**config.mk**
```make
export PLATFORM = sky130hd
export DESIGN_NAME = svga_ctrl
export DESIGN_NICKNAME = d
export VERILOG_FILES = /design/src/rtl/svga_pkg.sv /design/src/rtl/svga_ctrl.sv
export SDC_FILE = /design/constraint.sdc
export NUM_CORES = 1
export LEC_CHECK = 0
export BUFFER_PORTS_ARGS = -buffer_cell sky130_fd_sc_hd__buf_4
export CAP_MARGIN = 20
export CORE_AREA = 4 4 41 43
export CTS_CLUSTER_DIAMETER = 40
export DETAILED_ROUTE_END_ITERATION = 8
export DIE_AREA = 0 0 45 47
export HOLD_SLACK_MARGIN = 0.1
export RECOVER_POWER = 50
export SETUP_SLACK_MARGIN = 0.1
export SYNTH_ARGS = -nofsm -noshare
export SYNTH_HDL_FRONTEND = slang
export SYNTH_SLANG_ARGS = --single-unit
```
**constraint.sdc**
```tcl
create_clock -name clk_i -period 1.92 [get_ports clk_i]
set_input_delay 0.576 -clock clk_i [delete_from_list [all_inputs] [get_ports clk_i]]
set_output_delay 0.576 -clock clk_i [all_outputs]
set_load 0.005 [all_outputs]
```
**src/rtl/svga_pkg.sv**
```systemverilog
// Shared types and codes for the state vector gate block.
// No dependencies; imported by every module of the block.
`timescale 1ns / 1ps
package svga_pkg;

  localparam logic [1:0] KIND_MAT_WR = 2'd0;
  localparam logic [1:0] KIND_AMP_WR = 2'd1;
  localparam logic [1:0] KIND_APPLY  = 2'd2;
  localparam logic [1:0] KIND_READ   = 2'd3;

  localparam logic [1:0] ST_OK      = 2'd0;
  localparam logic [1:0] ST_BAD_TGT = 2'd1;
  localparam logic [1:0] ST_BAD_IDX = 2'd2;

  typedef struct packed {
    logic [1:0]         kind;
    logic [2:0]         row;
    logic [2:0]         col;
    logic [9:0]         index;
    logic signed [15:0] value_re;
    logic signed [15:0] value_im;
    logic [1:0]         target_count;
    logic [3:0]         target_0;
    logic [3:0]         target_1;
    logic [3:0]         target_2;
  } in_item_t;

  typedef struct packed {
    logic signed [15:0] amp_re;
    logic signed [15:0] amp_im;
    logic [1:0]         status;
    logic               saturated;
  } out_item_t;

  typedef struct packed {
    logic accept;
    logic issue;
    logic mul;
    logic acc;
    logic rnd;
    logic wb;
    logic base_step;
    logic out_load;
  } ctrl_cmd_t;

  typedef struct packed {
    logic imm_done;
    logic is_read;
    logic skip;
    logic k_last;
    logic j_last;
    logic base_last;
  } dp_stat_t;

endpackage

```
**src/rtl/svga_ctrl.sv**
```systemverilog
// Sequencer for the state vector gate block.
// Depends on svga_pkg; drives svga_datapath through command signals.
`timescale 1ns / 1ps
module svga_ctrl (
  input  logic                  clk_i,
  input  logic                  rst_ni,
  input  logic                  in_valid_i,
  output logic                  in_ready_o,
  output logic                  out_valid_o,
  input  logic                  out_ready_i,
  input  svga_pkg::dp_stat_t    stat_i,
  output svga_pkg::ctrl_cmd_t   cmd_o
);
  import svga_pkg::*;

  localparam logic [2:0] S_IDLE    = 3'd0;
  localparam logic [2:0] S_RD_WAIT = 3'd1;
  localparam logic [2:0] S_A_BASE  = 3'd2;
  localparam logic [2:0] S_A_RD    = 3'd3;
  localparam logic [2:0] S_A_MUL   = 3'd4;
  localparam logic [2:0] S_A_ACC   = 3'd5;
  localparam logic [2:0] S_A_RND   = 3'd6;
  localparam logic [2:0] S_A_WB    = 3'd7;

  logic [2:0] state_q, state_d;
  logic       ovalid_q, ovalid_d;
  logic       accept;

  assign in_ready_o  = (state_q == S_IDLE) && (!ovalid_q || out_ready_i);
  assign accept      = in_valid_i && in_ready_o;
  assign out_valid_o = ovalid_q;

  always_comb begin
    state_d = state_q;
    cmd_o   = '0;
    cmd_o.accept = accept;
    case (state_q)
      S_IDLE: begin
        if (accept) begin
          if (stat_i.imm_done) begin
            cmd_o.out_load = 1'b1;
          end else if (stat_i.is_read) begin
            state_d = S_RD_WAIT;
          end else begin
            state_d = S_A_BASE;
          end
        end
      end
      S_RD_WAIT: begin
        cmd_o.out_load = 1'b1;
        state_d = S_IDLE;
      end
      S_A_BASE: begin
        // Bases with any target bit set belong to an earlier group.
        if (stat_i.skip) begin
          if (stat_i.base_last) begin
            cmd_o.out_load = 1'b1;
            state_d = S_IDLE;
          end else begin
            cmd_o.base_step = 1'b1;
          end
        end else begin
          state_d = S_A_RD;
        end
      end
      S_A_RD: begin
        cmd_o.issue = 1'b1;
        state_d = S_A_MUL;
      end
      S_A_MUL: begin
        cmd_o.mul = 1'b1;
        state_d = S_A_ACC;
      end
      S_A_ACC: begin
        cmd_o.acc = 1'b1;
        state_d = stat_i.k_last ? S_A_RND : S_A_RD;
      end
      S_A_RND: begin
        cmd_o.rnd = 1'b1;
        state_d = stat_i.j_last ? S_A_WB : S_A_RD;
      end
      S_A_WB: begin
        cmd_o.wb = 1'b1;
        if (stat_i.k_last) begin
          if (stat_i.base_last) begin
            cmd_o.out_load = 1'b1;
            state_d = S_IDLE;
          end else begin
            cmd_o.base_step = 1'b1;
            state_d = S_A_BASE;
          end
        end
      end
      default: begin
        state_d = S_IDLE;
      end
    endcase
  end

  always_comb begin
    ovalid_d = ovalid_q;
    if (cmd_o.out_load) begin
      ovalid_d = 1'b1;
    end else if (out_ready_i) begin
      ovalid_d = 1'b0;
    end
  end

  always_ff @(posedge clk_i or negedge rst_ni) begin
    if (!rst_ni) begin
      state_q  <= S_IDLE;
      ovalid_q <= 1'b0;
    end else begin
      state_q  <= state_d;
      ovalid_q <= ovalid_d;
    end
  end

endmodule

```
==> impl_metrics.sql, run 1 <==
INSERT INTO impl_metrics (metric_group, metric, value, unit) VALUES
('outcome', 'run_status', 'complete, no violations', ''),
('detailed_routing', 'dr.first_iter.drc_count', '9', ''),
('logic_synthesis', 'yosys.area.top_type', 'sky130_fd_sc_hd__dfrtp_1', ''),
('worst_hold_path', 'worst_hold_path_type', 'input port to async pin', ''),
('global_routing', 'grt-ovfl-total', '0', ''),
('timing', 'slew_headroom', '0.806', ''),
('power', 'max-vdd-ir-drop', '633', 'uV'),
('clock_tree', 'hold_buffers', '0', ''),
('floorplan', 'floorplan.initialDensity', '0.294', ''),
('timing', 'achievable-frequency', '542', 'MHz'),
('cells_and_area', 'antenna_cells', '0', ''),
('cells_and_area', 'multi_input_logic_area', '255', 'um2'),
('logic_synthesis', 'synth_cell_types', '23', ''),
('floorplan', 'fp.dieArea', '2120', 'um2'),
('clock_tree', 'cts.clk_slew.worst_paths', '0.04', 'ns'),
('worst_setup_path', 'setup.worst_path.end_class', 'primary output', ''),
('logic_synthesis', 'ys_async_sr_fraction', '1.00', ''),
('logic_synthesis', 'yosysSeqAreaShare', '0.261', ''),
('global_routing', 'grt_first_pass_wirelength', '1.93', 'mm'),
('worst_setup_path', 'cp.arrival', '1.27', 'ns'),
('timing', 'timing.setup.tns', '0', 'ns'),
('cells_and_area', 'fin_nets', '89', ''),
('worst_setup_path', 'cpLargestDelayFamily', 'flip-flops', ''),
('detailed_routing', 'drc_errors', '0', ''),
('power', 'finalPower', '0.955', 'mW'),
('clock_tree', 'cts_max_path_buffers', '2', ''),
('detailed_routing', 'drt_first_pass_iters', '4', ''),
('logic_synthesis', 'share_of_yosys_cell_area_claimed_by_the_top_area_cell_type', '0.261', ''),
('logic_synthesis', 'ys_warn_count', '0', ''),
('logic_synthesis', 'synthesized_netlist_net_count', '58', ''),
('detailed_routing', 'drt_wl_total', '1.15', 'mm'),
('logic_synthesis', 'postSynthCellCount', '48', ''),
('logic_synthesis', 'netlist_top_cells_count', 'sky130_fd_sc_hd__nor2_1 (6), sky130_fd_sc_hd__a311oi_1 (4), sky130_fd_sc_hd__buf_4 (4), sky130_fd_sc_hd__dfrtp_1 (4), sky130_fd_sc_hd__nand3_1 (4)', ''),
('detailed_routing', 'drtAntennaViolNets', '0', ''),
('timing', 'fin_crit_sh', '0.961', ''),
('logic_synthesis', 'syn-mean-instance-area', '7.98', 'um2'),
('power', 'power-per-cell-area', '1510', 'nW/um2'),
('cells_and_area', 'seqCellArea', '104', 'um2'),
('clock_tree', 'htree_num_levels', '1', ''),
('logic_synthesis', 'leading_cell_type_by_number_of_instances_after_synthesis', 'sky130_fd_sc_hd__nor2_1', ''),
('flow_run', 'drv.max_cap_violation_count', '0', ''),
('logic_synthesis', 'mappedNetlistArea', '383', 'um2'),
('timing', 'min_period', '1.84', 'ns'),
('logic_synthesis', 'post_synth_fa_ha_maj_area_fraction', '0', ''),
('timing', 'report.final.hold_viol_count', '0', ''),
('floorplan', 'io_pins', '20', ''),
('timing', 'timing_max_transition_violations_final', '0', ''),
('worst_setup_path', 'cp_cell_sequence', 'buf_4 -> nor2b_2 -> a21boi_2 -> buf_4', ''),
('global_routing', 'vias_in_the_first_global_route', '436', ''),
('logic_synthesis', 'synthXorXnorAreaFrac', '0', ''),
('worst_setup_path', 'worst_ep_required_time', '1.34', 'ns'),
('clock_tree', 'cts_tree', 'yes', ''),
('placed_design', 'dp_hpwl', '753', 'um'),
('detailed_routing', 'avgRoutedWirePerCell', '12.5', 'um'),
('logic_synthesis', 'postSynthRegisterBits', '4', ''),
('cells_and_area', 'area_growth_syn_to_layout', '65.4', '%'),
('global_routing', 'gr-usage-all-layers', '0.121', ''),
('logic_synthesis', 'synth.area.mux_share', '0', ''),
('logic_synthesis', 'synth_compound_area_frac', '0.209', ''),
('worst_setup_path', 'worst_path_max_delay_cell', 'sky130_fd_sc_hd__dfrtp_2', ''),
('power', 'cell_leakage_power', '0.300', 'nW'),
('worst_setup_path', 'critical-path-top-cell-by-count', 'sky130_fd_sc_hd__buf_4', ''),
('clock_tree', 'clkLatencyLatePin', '0.23', 'ns'),
('detailed_routing', 'vias_per_cell', '5.25', ''),
('worst_setup_path', 'timing.critical_path.slowest_cell_delay', '0.44', 'ns'),
('logic_synthesis', 'synth_enable_flop_cells', '0', ''),
('global_routing', 'grt_max_degree', '10', ''),
('timing', 'timing.final.setup_violations', '0', ''),
('clock_tree', 'clock-root-buffer', 'sky130_fd_sc_hd__clkbuf_4', ''),
('detailed_routing', 'via_count', '483', ''),
('timing', 'unrepaired_setup_endpoints_after_global_routing', 'yes', '');
flip-flops by register name, indices dropped and copies added (netlist names):
name / flops
state_q: 3
out_valid_o: 1
cells in the final DEF, fill, tap and decap left out, drive strengths merged, types with 2 or more instances in the layout:
| master | netlist | layout |
|---|---|---|
| a311oi | 4 | 4 |
| and2 | 2 | 2 |
| and3 | 3 | 3 |
| buf | 5 | 28 |
| clkbuf | 0 | 6 |
| dfrtp | 4 | 4 |
| nand2 | 2 | 2 |
| nand2b | 2 | 2 |
| nand3 | 4 | 4 |
| nand4 | 2 | 2 |
| nor2 | 6 | 6 |
| nor2b | 2 | 2 |
| nor3 | 2 | 2 |
| nor3b | 2 | 2 |
per-stage QoR:
| step | setup WS (ns) | hold WS (ns) | utilization | cells | instance area, um2 |
|---|---|---|---|---|---|
| finish | 0.0758 | 0.154 | 0.487 | 92 | 633 |
| global placement | 0.112 | 0.372 | 0.398 | 79 | 518 |
| CTS | 0.0828 | 0.121 | 0.471 | 90 | 613 |
| detailed placement | 0.112 | 0.373 | 0.398 | 79 | 518 |
| global route | 0.00785 | 0.169 | 0.487 | 92 | 633 |
| floorplan | 0.285 | 0.280 | - | 48 | 383 |
path summary, 6_finish.rpt:
kind	depth (start not counted)	slack (ns)	endpoint	start
setup / recovery	4	0.08	cmd_o[1]	state_q[1]
hold / removal	1	0.15	out_valid_o	rst_ni
setup reg to reg	5	0.54	state_q[0]	state_q[1]
hold reg to reg	2	0.65	out_valid_o	out_valid_o
max in group asynchronous	1	1.58	state_q[0]	rst_ni
min in group clk_i	2	0.57	state_q[0]	stat_i[3]
area by class of cell:
cell class,instances,area share
clock buffer,3,0.0356
tap,15,0.0296
timing repair buffer,31,0.362
multi-input combinational,38,0.403
inverter,1,0.00593
sequential,4,0.164
kinds of logic after synthesis:
family / count (synthesis)
buffers and inverters: 6
AOI/OAI and AO/OA: 10
DFF: 4
and+or+nand+nor: 28
power by group:
| part | switching (mW) | internal, mW | total [mW] |
|---|---|---|---|
| Clock | 0.0343 | 0.0699 | 0.104 |
| Combinational | 0.262 | 0.375 | 0.637 |
| Sequential | 0.0797 | 0.134 | 0.214 |
layer usage:
metal | GRT usage | vias up | wire length (um)
met5 | 0 | - | 0
met3 | 0.0536 | 0 | 128
met1 | 0.166 | 223 | 502
li1 | - | 238 | -
met2 | 0.181 | 22 | 517
met4 | 0.0175 | 0 | 0
timing repair:
action	CTS	global route
setup buffers	8	2
resized for setup	7	2
endpoints found under the hold margin	0	0
setup endpoints to repair	5	5
pin swaps	0	3
Note: power is estimated with default switching activity, not from simulation.
==> run 2: changes to the inputs <==
--- a/config.mk
+++ b/config.mk
@@ -5,15 +5,16 @@
 export SDC_FILE = /design/constraint.sdc
 export NUM_CORES = 1
 export LEC_CHECK = 0
-export BUFFER_PORTS_ARGS = -buffer_cell sky130_fd_sc_hd__buf_4
 export CAP_MARGIN = 20
 export CORE_AREA = 4 4 41 43
 export CTS_CLUSTER_DIAMETER = 40
 export DETAILED_ROUTE_END_ITERATION = 8
 export DIE_AREA = 0 0 45 47
+export DONT_BUFFER_PORTS = 1
 export HOLD_SLACK_MARGIN = 0.1
 export RECOVER_POWER = 50
 export SETUP_SLACK_MARGIN = 0.1
+export SLEW_MARGIN = 20
 export SYNTH_ARGS = -nofsm -noshare
 export SYNTH_HDL_FRONTEND = slang
 export SYNTH_SLANG_ARGS = --single-unit
==> constraint.sdc (replaced) <==
create_clock -name clk_i -period 1.92 [get_ports clk_i]
set_input_delay 0.576 -clock clk_i [delete_from_list [all_inputs] [get_ports clk_i]]
set_output_delay 0.576 -clock clk_i [all_outputs]
set_load 0.01 [all_outputs]
==> run 2 against run 1 <==
Sequential share of layout area increased by 4.1 points. Fmax increased by 5.1%. Count of clock-buffer cells in the layout unchanged. Via count shrank 18%. Largest cell class unchanged. Largest power group unchanged.
==> impl_metrics.sql, run 2 (synthesis results as in run 1) <==
INSERT INTO impl_metrics (metric_group, metric, value, unit) VALUES
('detailed_routing', 'drt_first_pass_iters', '2', ''),
('placed_design', 'dp_hpwl', '681', 'um'),
('placed_design', 'io_buffers', '0', ''),
('worst_setup_path', 'r2r_start', 'state_q[1]', ''),
('global_routing', 'grt_max_degree', '12', ''),
('power', 'cell_leakage_power', '0.213', 'nW'),
('worst_setup_path', 'cpLargestDelayFamily', 'flip-flops', ''),
('worst_setup_path', 'timing.critical_path.slowest_cell_delay', '0.47', 'ns'),
('cells_and_area', 'post_route_cells_drive_above_1_share', '0.386', ''),
('cells_and_area', 'layout.cells.most_common_list', 'sky130_fd_sc_hd__buf_4 (8), sky130_fd_sc_hd__nor2_1 (6), sky130_fd_sc_hd__a311oi_1 (4)', ''),
('global_routing', 'antenna_violations_before_repair', '0', ''),
('clock_tree', 'cts_max_path_buffers', '2', ''),
('floorplan', 'die_width', '45', 'um'),
('cells_and_area', 'num-fill-cells', '140', ''),
('floorplan', 'dieHeight', '47', 'um'),
('detailed_routing', 'drc_errors', '0', ''),
('clock_tree', 'sinks_on_clock_net', '4', ''),
('worst_setup_path', 'crit_type', 'register to primary output', ''),
('power', 'switching_share', '0.450', ''),
('power', 'power-per-cell-area', '1710', 'nW/um2'),
('timing', 'report.final.hold_viol_count', '0', ''),
('worst_setup_path', 'critical_path.max_fanout', '7', ''),
('global_routing', 'grt-ovfl-total', '0', ''),
('clock_tree', 'cts.clk_slew.worst_paths', '0.04', 'ns'),
('timing', 'worst-slew-pin-transition', '0.265', 'ns'),
('floorplan', 'rows', '13', ''),
('flow_run', 'drv.max_cap_violation_count', '0', ''),
('worst_setup_path', 'critical_path.reg2reg.endpoint', 'state_q[0]', ''),
('detailed_routing', 'avgRoutedWirePerCell', '15.2', 'um'),
('global_routing', 'gr-usage-all-layers', '0.109', ''),
('detailed_routing', 'dr.first_iter.drc_count', '7', ''),
('clock_tree', 'clock-root-buffer', 'sky130_fd_sc_hd__clkbuf_4', ''),
('cells_and_area', 'finalNonFillerCells', '72', ''),
('clock_tree', 'clkLatencyLatePin', '0.24', 'ns'),
('timing', 'achievable-frequency', '570', 'MHz'),
('timing', 'timing.final.setup_violations', '0', ''),
('detailed_routing', 'vias_per_cell', '5.51', ''),
('worst_setup_path', 'setup.worst_path.end_class', 'primary output', ''),
('clock_tree', 'htree_num_levels', '1', ''),
('clock_tree', 'cts-buffers-inserted', '3', ''),
('cells_and_area', 'max_flop_register', 'state_q', ''),
('worst_setup_path', 'cp.arrival', '1.18', 'ns'),
('placed_design', 'place_congestion', '0.691', ''),
('cells_and_area', 'area_growth_syn_to_layout', '32.0', '%'),
('placed_design', 'placedCellCount', '59', ''),
('cells_and_area', 'final_common_cell', 'sky130_fd_sc_hd__buf_4', ''),
('detailed_routing', 'drtAntennaViolNets', '0', ''),
('cells_and_area', 'multi_input_logic_area', '265', 'um2'),
('timing', 'timing.setup.tns', '0', 'ns'),
('outcome', 'run_status', 'complete, no violations', ''),
('power', 'clkPwrFrac', '0.123', ''),
('worst_hold_path', 'min-delay-start', 'stat_i[0]', ''),
('power', 'max-vdd-ir-drop', '718', 'uV'),
('timing', 'slew_headroom', '0.822', ''),
('detailed_routing', 'via_count', '397', ''),
('cells_and_area', 'fin_nets', '69', ''),
('timing', 'min_period', '1.76', 'ns'),
('timing', 'final.setup_skew', '0.00649', 'ns'),
('power', 'internal-power', '0.474', 'mW'),
('power', 'power_frac_comb', '0.604', ''),
('floorplan', 'fp.dieArea', '2120', 'um2'),
('cells_and_area', 'antenna_cells', '0', ''),
('worst_setup_path', 'worst_path_max_delay_cell', 'sky130_fd_sc_hd__dfrtp_2', ''),
('power', 'sequentialPowerShare', '0.272', ''),
('detailed_routing', 'drt_wl_total', '1.09', 'mm'),
('cells_and_area', 'seqCellArea', '104', 'um2'),
('worst_setup_path', 'worst_ep_required_time', '1.34', 'ns'),
('floorplan', 'io_pins', '20', ''),
('floorplan', 'core_region_area', '1300', 'um2'),
('clock_tree', 'cts_tree', 'yes', ''),
('power', 'switchingPower', '0.388', 'mW'),
('timing', 'fin_crit_sh', '0.914', ''),
('worst_setup_path', 'worst_setup_start_kind', 'register', ''),
('global_routing', 'grt_first_pass_wirelength', '1.61', 'mm'),
('worst_setup_path', 'cp_cell_sequence', 'nand4b_1 -> a21o_1 -> nand3_2', ''),
('timing', 'unrepaired_setup_endpoints_after_global_routing', 'no', ''),
('worst_hold_path', 'timing.hold.worst_endpoint', 'state_q[1]', ''),
('global_routing', 'vias_in_the_first_global_route', '350', ''),
('worst_setup_path', 'ff2ff_setup_slack', '0.37', 'ns'),
('worst_setup_path', 'worstPathBufferInverterCount', '0', ''),
('timing', 'timing_max_transition_violations_final', '0', ''),
('floorplan', 'floorplan.initialDensity', '0.294', ''),
('cells_and_area', 'largest_reg_flops', '3', ''),
('worst_setup_path', 'worst_r2r_path_depth', '4', ''),
('worst_hold_path', 'worst_hold_path.num_cells', '1', ''),
('worst_hold_path', 'worst_hold_path_type', 'input port to register', '');
==> run 2: cell types whose count changed in the layout (fill, tap and decap cells not counted), sizes merged <==
cell | before | now
buf | 28 | 9
clkbuf | 6 | 3
clkdlybuf4s25 | 0 | 1
dlygate4sd3 | 0 | 1
==> run 2: stage by stage <==
stage	cell area, um2	total power, mW	utilization	hold WS [ns]	setup slack, ns
after floorplan	383	0.546	-	0.280	0.276
after global placement	368	0.537	0.283	0.281	0.248
after detailed placement	368	0.542	0.283	0.281	0.224
after CTS	455	0.773	0.350	0.436	0.115
after global routing	505	0.932	0.388	0.434	0.104
final	505	0.862	0.388	0.442	0.165
==> run 2: area by class of cell <==
cell class,instances,area share
flip-flops and latches,4,0.205
multi-input cells,38,0.525
clock buffers,3,0.0446
well taps,15,0.0371
repair buffers,11,0.181
inverters,1,0.00743
==> run 2: worst max-delay path by stage <==
| stage | cells past startpoint | end | slack [ns] | start |
|---|---|---|---|---|
| detailed placement | 3 | cmd_o[0] | 0.22 | state_q[0] |
| CTS | 3 | cmd_o[0] | 0.11 | state_q[1] |
| finish | 3 | cmd_o[0] | 0.16 | state_q[0] |
| global route | 3 | cmd_o[1] | 0.10 | state_q[0] |
| global placement | 3 | cmd_o[0] | 0.25 | state_q[0] |
| floorplan | 4 | cmd_o[0] | 0.28 | out_ready_i |
==> run 2: layer usage <==
layer	vias up	global-route usage	wire [um]
li1	197	-	-
met1	179	0.151	502
met2	21	0.141	447
met3	0	0.0728	141
met4	0	0.0175	0
met5	-	0	0
==> run 2: repair_timing <==
item / 4_1_cts / 5_1_grt
hold buffers: 1 / 0
endpoints found under the hold margin: 4 / 0
setup endpoints to repair: 6 / 3
gates resized for setup: 4 / 7
pin swaps: 1 / 4
gates cloned: 0 / 0
setup buffers: 6 / 3
==> run 2: power by group through the flow <==
stage                     clock, mW  combinational (mW)  sequential, mW
after floorplan                   0               0.381           0.165
after global placement            0               0.287           0.250
after detailed placement          0               0.287           0.256
after CTS                     0.110               0.430           0.234
after global routing          0.120               0.570           0.242
final                         0.106               0.521           0.235
